--- src/design/assert_macros.svh ---
// ----------------------------------------------------------------------------
// Assertion macros
// Shared concurrent assertion forms used by the design files.
// ----------------------------------------------------------------------------
`ifndef ASSERT_MACROS_SVH
`define ASSERT_MACROS_SVH

// The consequent must hold in the same cycle as the antecedent.
`define ASSERT_SAME(label, clk, rst_n, ante, cons) \
label: assert property (@(posedge clk) disable iff (!rst_n) (ante) |-> (cons)) \
	else $error("assertion failed: same-cycle implication");

// The consequent must hold in the cycle after the antecedent.
`define ASSERT_NEXT(label, clk, rst_n, ante, cons) \
label: assert property (@(posedge clk) disable iff (!rst_n) (ante) |=> (cons)) \
	else $error("assertion failed: next-cycle implication");

`endif

--- src/design/c2u_pkg.sv ---
// ----------------------------------------------------------------------------
// Calendar to Unix seconds package
// Shared constants, the month start table and pipeline control types.
// ----------------------------------------------------------------------------
`default_nettype none

package c2u_pkg;

	localparam logic [11:0] EpochYear   = 12'd1970;
	localparam logic [31:0] DaysPerYear = 32'd365;
	localparam logic [31:0] LeapsBefore = 32'd477;
	localparam logic [31:0] SecPerDay   = 32'd86400;
	localparam logic [16:0] SecPerHour  = 17'd3600;
	localparam logic [16:0] SecPerMin   = 17'd60;
	localparam logic [24:0] Recip100    = 25'd5243;
	localparam int          RecipShift  = 19;
	localparam logic [11:0] Hundred     = 12'd100;
	localparam logic [11:0] FourHundred = 12'd400;

	typedef struct packed {
		logic load_s1;
		logic load_s2;
	} c2u_load_t;

	function automatic logic [8:0] month_start(input logic [3:0] month);
		logic [8:0] days;
		case (month)
			4'd0:    days = 9'd0;
			4'd1:    days = 9'd0;
			4'd2:    days = 9'd31;
			4'd3:    days = 9'd59;
			4'd4:    days = 9'd90;
			4'd5:    days = 9'd120;
			4'd6:    days = 9'd151;
			4'd7:    days = 9'd181;
			4'd8:    days = 9'd212;
			4'd9:    days = 9'd243;
			4'd10:   days = 9'd273;
			4'd11:   days = 9'd304;
			4'd12:   days = 9'd334;
			default: days = 9'd365;
		endcase
		return days;
	endfunction

endpackage

`default_nettype wire

--- src/design/c2u_day_count.sv ---
// ----------------------------------------------------------------------------
// Day count stages
// Turns a calendar date into a day count since the epoch and the time of day
// into seconds, over two register stages.
// ----------------------------------------------------------------------------
`default_nettype none

module c2u_day_count (
	input  wire logic               clk,
	input  wire c2u_pkg::c2u_load_t load,
	input  wire logic [11:0]        cal_year,
	input  wire logic [3:0]         cal_month,
	input  wire logic [4:0]         cal_day,
	input  wire logic [4:0]         cal_hour,
	input  wire logic [5:0]         cal_minute,
	input  wire logic [5:0]         cal_second,
	output logic [31:0]             days_s2,
	output logic [16:0]             hms_s2
);

	logic [11:0] year_m1;
	logic [24:0] nm1_prod100;
	logic [24:0] nm1_prod400;
	logic [24:0] yr_prod100;
	logic [24:0] yr_prod400;

	logic        later_s1;
	logic [11:0] whole_s1;
	logic [9:0]  q4_s1;
	logic [5:0]  q100_s1;
	logic [3:0]  q400_s1;
	logic [11:0] year_s1;
	logic [5:0]  yq100_s1;
	logic [3:0]  yq400_s1;
	logic [8:0]  month_days_s1;
	logic        month_late_s1;
	logic [4:0]  day_s1;
	logic [16:0] hms_s1;

	logic        leap;
	logic [31:0] year_days;
	logic [31:0] days;

	assign year_m1     = cal_year - 12'd1;
	assign nm1_prod100 = {13'd0, year_m1} * c2u_pkg::Recip100;
	assign nm1_prod400 = {15'd0, year_m1[11:2]} * c2u_pkg::Recip100;
	assign yr_prod100  = {13'd0, cal_year} * c2u_pkg::Recip100;
	assign yr_prod400  = {15'd0, cal_year[11:2]} * c2u_pkg::Recip100;

	always_ff @(posedge clk) begin
		if (load.load_s1) begin
			later_s1      <= cal_year > c2u_pkg::EpochYear;
			whole_s1      <= cal_year - c2u_pkg::EpochYear;
			q4_s1         <= year_m1[11:2];
			q100_s1       <= nm1_prod100[c2u_pkg::RecipShift +: 6];
			q400_s1       <= nm1_prod400[c2u_pkg::RecipShift +: 4];
			year_s1       <= cal_year;
			yq100_s1      <= yr_prod100[c2u_pkg::RecipShift +: 6];
			yq400_s1      <= yr_prod400[c2u_pkg::RecipShift +: 4];
			month_days_s1 <= c2u_pkg::month_start(cal_month);
			month_late_s1 <= cal_month > 4'd2;
			day_s1        <= cal_day;
			hms_s1        <= {12'd0, cal_hour} * c2u_pkg::SecPerHour
				+ {11'd0, cal_minute} * c2u_pkg::SecPerMin
				+ {11'd0, cal_second};
		end
	end

	always_comb begin
		leap = (year_s1[1:0] == 2'd0)
			&& ((year_s1 != {6'd0, yq100_s1} * c2u_pkg::Hundred)
			|| (year_s1 == {8'd0, yq400_s1} * c2u_pkg::FourHundred));
		if (later_s1) begin
			year_days = {20'd0, whole_s1} * c2u_pkg::DaysPerYear
				+ {22'd0, q4_s1} - {26'd0, q100_s1} + {28'd0, q400_s1}
				- c2u_pkg::LeapsBefore;
		end else begin
			year_days = 32'd0;
		end
		days = year_days + {23'd0, month_days_s1} + {31'd0, month_late_s1 & leap}
			+ {27'd0, day_s1} - 32'd1;
	end

	always_ff @(posedge clk) begin
		if (load.load_s2) begin
			days_s2 <= days;
			hms_s2  <= hms_s1;
		end
	end

endmodule

`default_nettype wire

--- src/design/calendar_to_unix_seconds_unit.sv ---
// ----------------------------------------------------------------------------
// Calendar to Unix seconds unit
// Converts a Gregorian date and time of day into seconds since 1970-01-01.
// ----------------------------------------------------------------------------
// The input channel (cal_valid, cal_stall) carries one date and time per
// transaction: year, month, day, hour, minute and second. The output channel
// (epoch_valid, epoch_stall) carries one 32-bit seconds count per input
// transaction, in the same order.
// An accepted input passes through four stages to epoch_valid: day count
// terms, day count sum, the multiply by 86400, and the final add of the time
// of day. One transaction can enter every cycle while cal_stall is low, so
// throughput is one per cycle when epoch_stall does not hold the pipeline.
// Each stage holds its own valid bit and advances whenever the stage ahead is
// empty or moving, so a stall on the output fills the bubbles first and only
// then raises cal_stall. Nothing is dropped or repeated.
// Reset clears all valid bits; no output is presented until a new input has
// been accepted. Years after 2105 wrap modulo 2^32, and years before 1970
// count no whole years.
// ----------------------------------------------------------------------------
`default_nettype none
`include "assert_macros.svh"

module calendar_to_unix_seconds_unit (
	input  wire logic        clk,
	input  wire logic        arst_n,
	input  wire logic        cal_valid,
	output logic             cal_stall,
	input  wire logic [11:0] cal_year,
	input  wire logic [3:0]  cal_month,
	input  wire logic [4:0]  cal_day,
	input  wire logic [4:0]  cal_hour,
	input  wire logic [5:0]  cal_minute,
	input  wire logic [5:0]  cal_second,
	output logic             epoch_valid,
	input  wire logic        epoch_stall,
	output logic [31:0]      epoch_seconds
);

	logic               valid_s1;
	logic               valid_s2;
	logic               valid_s3;
	logic               valid_s4;
	logic               ready_s1;
	logic               ready_s2;
	logic               ready_s3;
	logic               ready_s4;
	logic               accept;
	c2u_pkg::c2u_load_t load;
	logic [31:0]        days_s2;
	logic [16:0]        hms_s2;
	logic [31:0]        prod_s3;
	logic [16:0]        hms_s3;

	assign ready_s4  = !valid_s4 || !epoch_stall;
	assign ready_s3  = !valid_s3 || ready_s4;
	assign ready_s2  = !valid_s2 || ready_s3;
	assign ready_s1  = !valid_s1 || ready_s2;
	assign accept    = cal_valid && ready_s1;
	assign cal_stall = !ready_s1;

	assign load.load_s1 = accept;
	assign load.load_s2 = valid_s1 && ready_s2;

	always_ff @(posedge clk or negedge arst_n) begin
		if (!arst_n) begin
			valid_s1 <= 1'b0;
			valid_s2 <= 1'b0;
			valid_s3 <= 1'b0;
			valid_s4 <= 1'b0;
		end else begin
			if (ready_s1) begin
				valid_s1 <= cal_valid;
			end
			if (ready_s2) begin
				valid_s2 <= valid_s1;
			end
			if (ready_s3) begin
				valid_s3 <= valid_s2;
			end
			if (ready_s4) begin
				valid_s4 <= valid_s3;
			end
		end
	end

	c2u_day_count u_day_count (
		.clk        (clk),
		.load       (load),
		.cal_year   (cal_year),
		.cal_month  (cal_month),
		.cal_day    (cal_day),
		.cal_hour   (cal_hour),
		.cal_minute (cal_minute),
		.cal_second (cal_second),
		.days_s2    (days_s2),
		.hms_s2     (hms_s2)
	);

	always_ff @(posedge clk) begin
		if (valid_s2 && ready_s3) begin
			prod_s3 <= days_s2 * c2u_pkg::SecPerDay;
			hms_s3  <= hms_s2;
		end
		if (valid_s3 && ready_s4) begin
			epoch_seconds <= prod_s3 + {15'd0, hms_s3};
		end
	end

	assign epoch_valid = valid_s4;

	`ASSERT_NEXT(a_accept_fills_s1, clk, arst_n, accept, valid_s1)
	`ASSERT_NEXT(a_stall_holds_s3, clk, arst_n, valid_s4 && epoch_stall && valid_s3, valid_s3 && $stable(prod_s3))
	`ASSERT_NEXT(a_drain_empties, clk, arst_n, valid_s4 && !epoch_stall && !valid_s3, !epoch_valid)
	`ASSERT_SAME(a_stall_needs_full, clk, arst_n, cal_stall, valid_s1 && valid_s2 && valid_s3 && valid_s4)

endmodule

`default_nettype wire
--- config.mk ---
export PLATFORM = sky130hd
export DESIGN_NAME = calendar_to_unix_seconds_unit
export DESIGN_NICKNAME = d
export VERILOG_FILES = /design/src/design/c2u_pkg.sv /design/src/design/c2u_day_count.sv /design/src/design/calendar_to_unix_seconds_unit.sv
export VERILOG_INCLUDE_DIRS = /design/src /design/src/design
export SDC_FILE = /design/constraint.sdc
export NUM_CORES = 1
export LEC_CHECK = 0
export ABC_AREA = 1
export BUFFER_PORTS_ARGS = -buffer_cell sky130_fd_sc_hd__buf_2
export CORE_UTILIZATION = 60
export DETAILED_ROUTE_END_ITERATION = 10
export PLACE_DENSITY = 0.75
export RECOVER_POWER = 100
export SYNTH_ARGS = -nofsm -noshare
export SYNTH_HDL_FRONTEND = slang
export SYNTH_SLANG_ARGS = --single-unit
--- constraint.sdc ---
create_clock -name clk -period 13.1 [get_ports clk]
set_clock_uncertainty 0.15 [all_clocks]
set_input_delay 1.965 -clock clk [delete_from_list [all_inputs] [get_ports clk]]
set_output_delay 1.965 -clock clk [all_outputs]
set_load 0.01 [all_outputs]
# After elaboration in Yosys (flattened, before gate mapping)
# Memories as Yosys holds them, arrays and structs flattened. A register that Yosys moved wholly into a read port is not among the register bits.
# Cells that the tools add are included.
# op_classes
n_addsub	13
n_mul	10
div	0
magnitude_cmp	2
eq_ne	2
n_shift	0
muxes	1
bitwise	1
reduce_logical	17
# op_table
operator	count
multiplier 12 x 13 -> 25 bit (second input constant)	2
multiplier 10 x 13 -> 23 bit (second input constant)	2
adder 32 x 1 -> 32 bit	1
adder 32 x 17 -> 32 bit	1
adder 32 x 4 -> 32 bit	1
adder 32 x 5 -> 32 bit	1
adder 32 x 9 -> 32 bit	1
multiplier 32 x 10 -> 25 bit (second input constant)	1
two-way mux 32 bit	1
subtractor 32 x 1 -> 32 bit (second input constant)	1
subtractor 32 x 6 -> 32 bit	1
subtractor 32 x 9 -> 32 bit (second input constant)	1
adder 21 x 10 -> 22 bit	1
multiplier 12 x 9 -> 21 bit (second input constant)	1
adder 17 x 12 -> 17 bit	1
adder 17 x 6 -> 17 bit	1
multiplier 5 x 8 -> 13 bit (second input constant)	1
== test 12 bit	1
> comparator 12 x 11 -> 1 bit (second input constant)	1
!= test 12 bit	1
subtractor 12 x 1 -> 12 bit (second input constant)	1
subtractor 12 x 11 -> 12 bit (second input constant)	1
multiplier 6 x 4 -> 10 bit (second input constant)	1
multiplier 6 x 5 -> 10 bit (second input constant)	1
other kinds (7)	20
# totals
ff_bits	205
latch_bits	0
ramBits	0
romBits	144
input_bits	42
output_inout_bits	34
elab_cells	67
n_memories	1
# memory_table
name	words	word_bits	read_ports	rd_ports_with_merged_regs	wr	line	rtl
(name not given)	16	9	1	1	0	c2u_pkg.sv:27	case (month)

# Longest topological paths before layout
# logic_depth
depth_word	10
depth_mapped	48
mapped_depth_nobuf	48

# Cells and area by module
# From an unflattened synthesis, not the netlist that was laid out.
# unflattened
cells_unflattened	3167
area_unflattened_um2	28049.4
# modules_own_cells
mod	n_inst	cells_each	area_per_inst_um2
c2u_day_count	1	2399	21186.6
calendar_to_unix_seconds_unit	1	768	6862.8

# Worst setup path before layout
# Ideal clock, no wire load.
# synth_timing
path_kind	input to register
startpoint	in cal_year[2]
endpoint	reg u_day_count.q100_s1[5], data pin
setup_time_ps	262
arrival_time_ps	7222
setup_slack_ps	5465
path_stages	27
n_path_buf	0
cell_sequence	inv_1 > ha_1 > nand2_1 > nand2_1 > nand2_1 > nor3_1 > nand2_1 > nand2_1 > nand2_1 > xor2_1 > inv_1 > ha_1 > inv_1 > fa_1 > fa_1 > inv_1 > fa_1 > fa_1 > ha_1 > nand2_1 > o211a_1 > nand2_1 > nand2_1 > a21oi_1 > nor2_1 > o21bai_1 > xor2_1
# synth_between
elab_chain_cells	2
# synth_rtl
item	line	rtl
start, declared	calendar_to_unix_seconds_unit.sv:28	input wire logic [11:0] cal_year,
subtractor 12 x 1 -> 12 bit	c2u_day_count.sv:44	assign year_m1 = cal_year - 12'd1;
net u_day_count.year_m1[11]	c2u_day_count.sv:21	logic [11:0] year_m1;
multiplier 12 x 13 -> 25 bit	c2u_day_count.sv:45	assign nm1_prod100 = {13'd0, year_m1} * c2u_pkg::Recip100;
net u_day_count.nm1_prod100[24]	c2u_day_count.sv:22	logic [24:0] nm1_prod100;
end signal, assigned	c2u_day_count.sv:55	q100_s1 <= nm1_prod100[c2u_pkg::RecipShift +: 6];
end, declared	c2u_day_count.sv:30	logic [5:0] q100_s1;
# The timed path passes the listed nets, and every way through them passes these cells.
# A chain may end at the register's enable or synchronous reset.

# Final worst setup path
# Ends and elaborated chain as after synthesis.

==> results by group <==
Synthesis
  – Cells after synthesis: 2848
  – Syn Area/Cell: 9.23 sq um
  – Sequential area share after synthesis: 23.5%
  – Distinct cells, synth: 50
  – Number of synthesized register bits: 206
  – Synth warn: 0
  – Syn_nets: 3642
  – Yosys top cell area share: 24.9%
  – Dominant synthesized flop cell: edfxtp_1
  – EDFF count, synth: 202
  – Synth area leaders: ha_1, edfxtp_1, fa_1
  – Synth Cell Area: 0.0263 sq mm
  – Post-synth ARST share: 1.94%
  – Top cell type by total area after synthesis: ha_1

Floorplan
  – Core box area: 0.0432 sq mm
  – Die Y-Extent: 211 um
  – Num rows: 76
  – Initial Util: 60.9%
  – Die W: 211 um
  – Die area: 0.0446 sq mm
  – IO Pins: 76

STA
  – Hold Vio Cnt, Final: 0
  – TNS Setup: 0 ns
  – Max Freq: 117 MHz
  – Slew Limit Fails: 189
  – Final Setup Violations: 0
  – Period utilization: 65.5%
  – Slew at the pin with the worst max-slew slack: 3.85 ns
  – Rel. slew slack: -157%
  – Min Clock Period, post-route: 8.58 ns
  – RSZ-0062 raised after global routing: false

Clocking
  – Root Driver: clkbuf_16
  – Clk sinks: 206
  – CTS buffer count: 24
  – Max clock buf depth: 3
  – Number of post-CTS setup repair buffers: 0
  – Post-CTS sizing: 0
  – CTS Hold Bufs: 0
  – CTS clk-pin slew, worst paths: 0.06 ns
  – H-tree levels: 1
  – CTS tree: built
  – Worst skew pair latency: 0.55 ns

Worst hold path
  – Hold Path Class: reg -> reg

Final layout
  – Synthesis-to-layout area growth: 7.03%
  – Layout cells sized above 1: 3.98%
  – Final non-filler cell area: 0.0281 sq mm
  – Commonest cells after routing, fill and taps aside: inv_1, ha_1, nand2_1, fa_1, edfxtp_1
  – Most common cell after layout, fill and taps aside: inv_1
  – N_diodes: 0
  – Finished Layout Cells: 3551
  – Nets: 3743

Placed design
  – Buffers on Ports: 75
  – Placer Congestion: 0.916
  – DP Area: 0.0274 sq mm
  – Hpwl dp: 46300 um
  – Placed cells: 3508

Critical path
  – Crit end category: register
  – Slowest cell delay on critical path: 0.62 ns
  – Critical-path top delay cell: clkbuf_1
  – Critical path peak fanout: 15
  – Critical Path Source Type: primary input
  – Crit path top cell by count: nand2_1
  – Critical path class: in -> reg
  – CP required: 13.25 ns
  – Data arrival, critical path: 8.73 ns

Global routing
  – Number of global-route vias before repair: 19.8k
  – Met3 usage: 2.68%
  – Total GRT Usage: 25.2%
  – GRT busiest layer: met2
  – Largest net degree at the start of global routing: 70
  – Initial antenna violation count: 0
  – First-pass GRT wire length: 91000 um
  – Met2 Usage GRT: 47.2%
  – Overflow after GRT: 0
  – Grt met1 use: 29.0%

Drt
  – 1st-iter DRT viols: 961
  – Antenna Violating Nets Remaining: 0
  – DRT Wirelength: 54000 um
  – Drt wl/cell: 15.2 um
  – Drc violations: 0
  – Vias per inst: 5.31
  – Pre-Repair DR Iteration Count: 5
  – Vias: 18.8k

Job
  – Max cap viols: 4

Status
  – Status: finished with violations
  – Failing checks: max-capacitance violations, max-slew violations
## synthesized netlist by cell type (all sizes together) (5+ instances only)
| cell type | n |
|---|---|
| o211ai | 5 |
| a21o | 12 |
| a21boi | 7 |
| a21oi | 180 |
| nand2 | 369 |
| nor3 | 23 |
| xor2 | 107 |
| o2111ai | 5 |
| ha | 522 |
| inv | 706 |
| xnor2 | 60 |
| nor4 | 9 |
| or2 | 10 |
| o21bai | 14 |
| o31ai | 8 |
| nand3 | 85 |
| fa | 230 |
| o21ai | 89 |
| nand4 | 12 |
| edfxtp | 202 |
| nor2 | 147 |
| a31oi | 13 |
## path summary, 6_finish.rpt
kind                                         startpoint                      end  slack (ns)  cells after the start
max in group asynchronous                        arst_n                 valid_s1       11.46                      1
worst min-delay path              u_day_count.hms_s1[1]    u_day_count.hms_s2[1]        0.27                      0
worst min register to register    u_day_count.hms_s1[1]    u_day_count.hms_s2[1]        0.27                      0
worst max-delay path                        cal_year[2]   u_day_count.q100_s1[5]        4.52                     29
worst max register to register  u_day_count.whole_s1[1]  u_day_count.days_s2[22]        4.87                     37
min in group asynchronous                        arst_n                 valid_s3        1.12                      1
## kinds of logic after synthesis
logic type	count (synthesis)	synth area share, %
flip-flops	206	23.5
AO/OA/AOI/OAI	350	7.54
adder cells (fa/ha/maj)	752	42.4
XOR/XNOR	167	5.57
buffers and inverters	710	10.1
AND/OR/NAND/NOR	663	10.9
## cell type report
cell class / instances / area, sq um
Inverter: 707 / 2650
Fill cell: 3499 / 15000
Sequential cell: 206 / 6170
Tap cell: 585 / 732
Timing Repair Buffer: 78 / 327
Clock inverter: 17 / 210
Multi-Input combinational cell: 1932 / 17400
Clock buffer: 26 / 608
## metal layers
metal,routed length (um),vias up
met4,2280,0
met1,21900,9005
met2,28000,335
li1,-,9382
met5,0,-
met3,1780,126
## registers in the layout, summed over array words and instances, names as in the netlist, 4 cells and up
name / flops
u_day_count.days_s2: 25
u_day_count.yq400_s1: 4
prod_s3: 25
epoch_seconds: 32
u_day_count.q4_s1: 10
u_day_count.year_s1: 12
u_day_count.month_days_s1: 9
u_day_count.hms_s2: 17
u_day_count.q400_s1: 4
u_day_count.q100_s1: 6
u_day_count.whole_s1: 11
u_day_count.hms_s1: 17
u_day_count.yq100_s1: 6
u_day_count.day_s1: 5
hms_s3: 17
## through the flow
stage,util (%),hold slack [ns],setup slack [ns]
2_1_floorplan,-,0.250,5.47
3_3_place_gp,63.5,0.251,4.68
3_5_place_dp,63.5,0.255,4.45
4_1_cts,65.4,0.267,5.01
5_1_grt,65.1,0.272,3.91
6_report,65.1,0.267,4.52
## worst max-delay path: cells and delay by family
family / cells / cell delay, ns
AOI/OAI and AO/OA: 3 / 0.33
xor gates and xnor gates: 2 / 0.58
adders and majority gates: 7 / 3.19
buffers and inverters: 5 / 1.38
and+or+nand+nor: 12 / 1.26
Power is not shown: default switching activity piles up to over one toggle a cycle in this logic, so the estimate is an artifact.
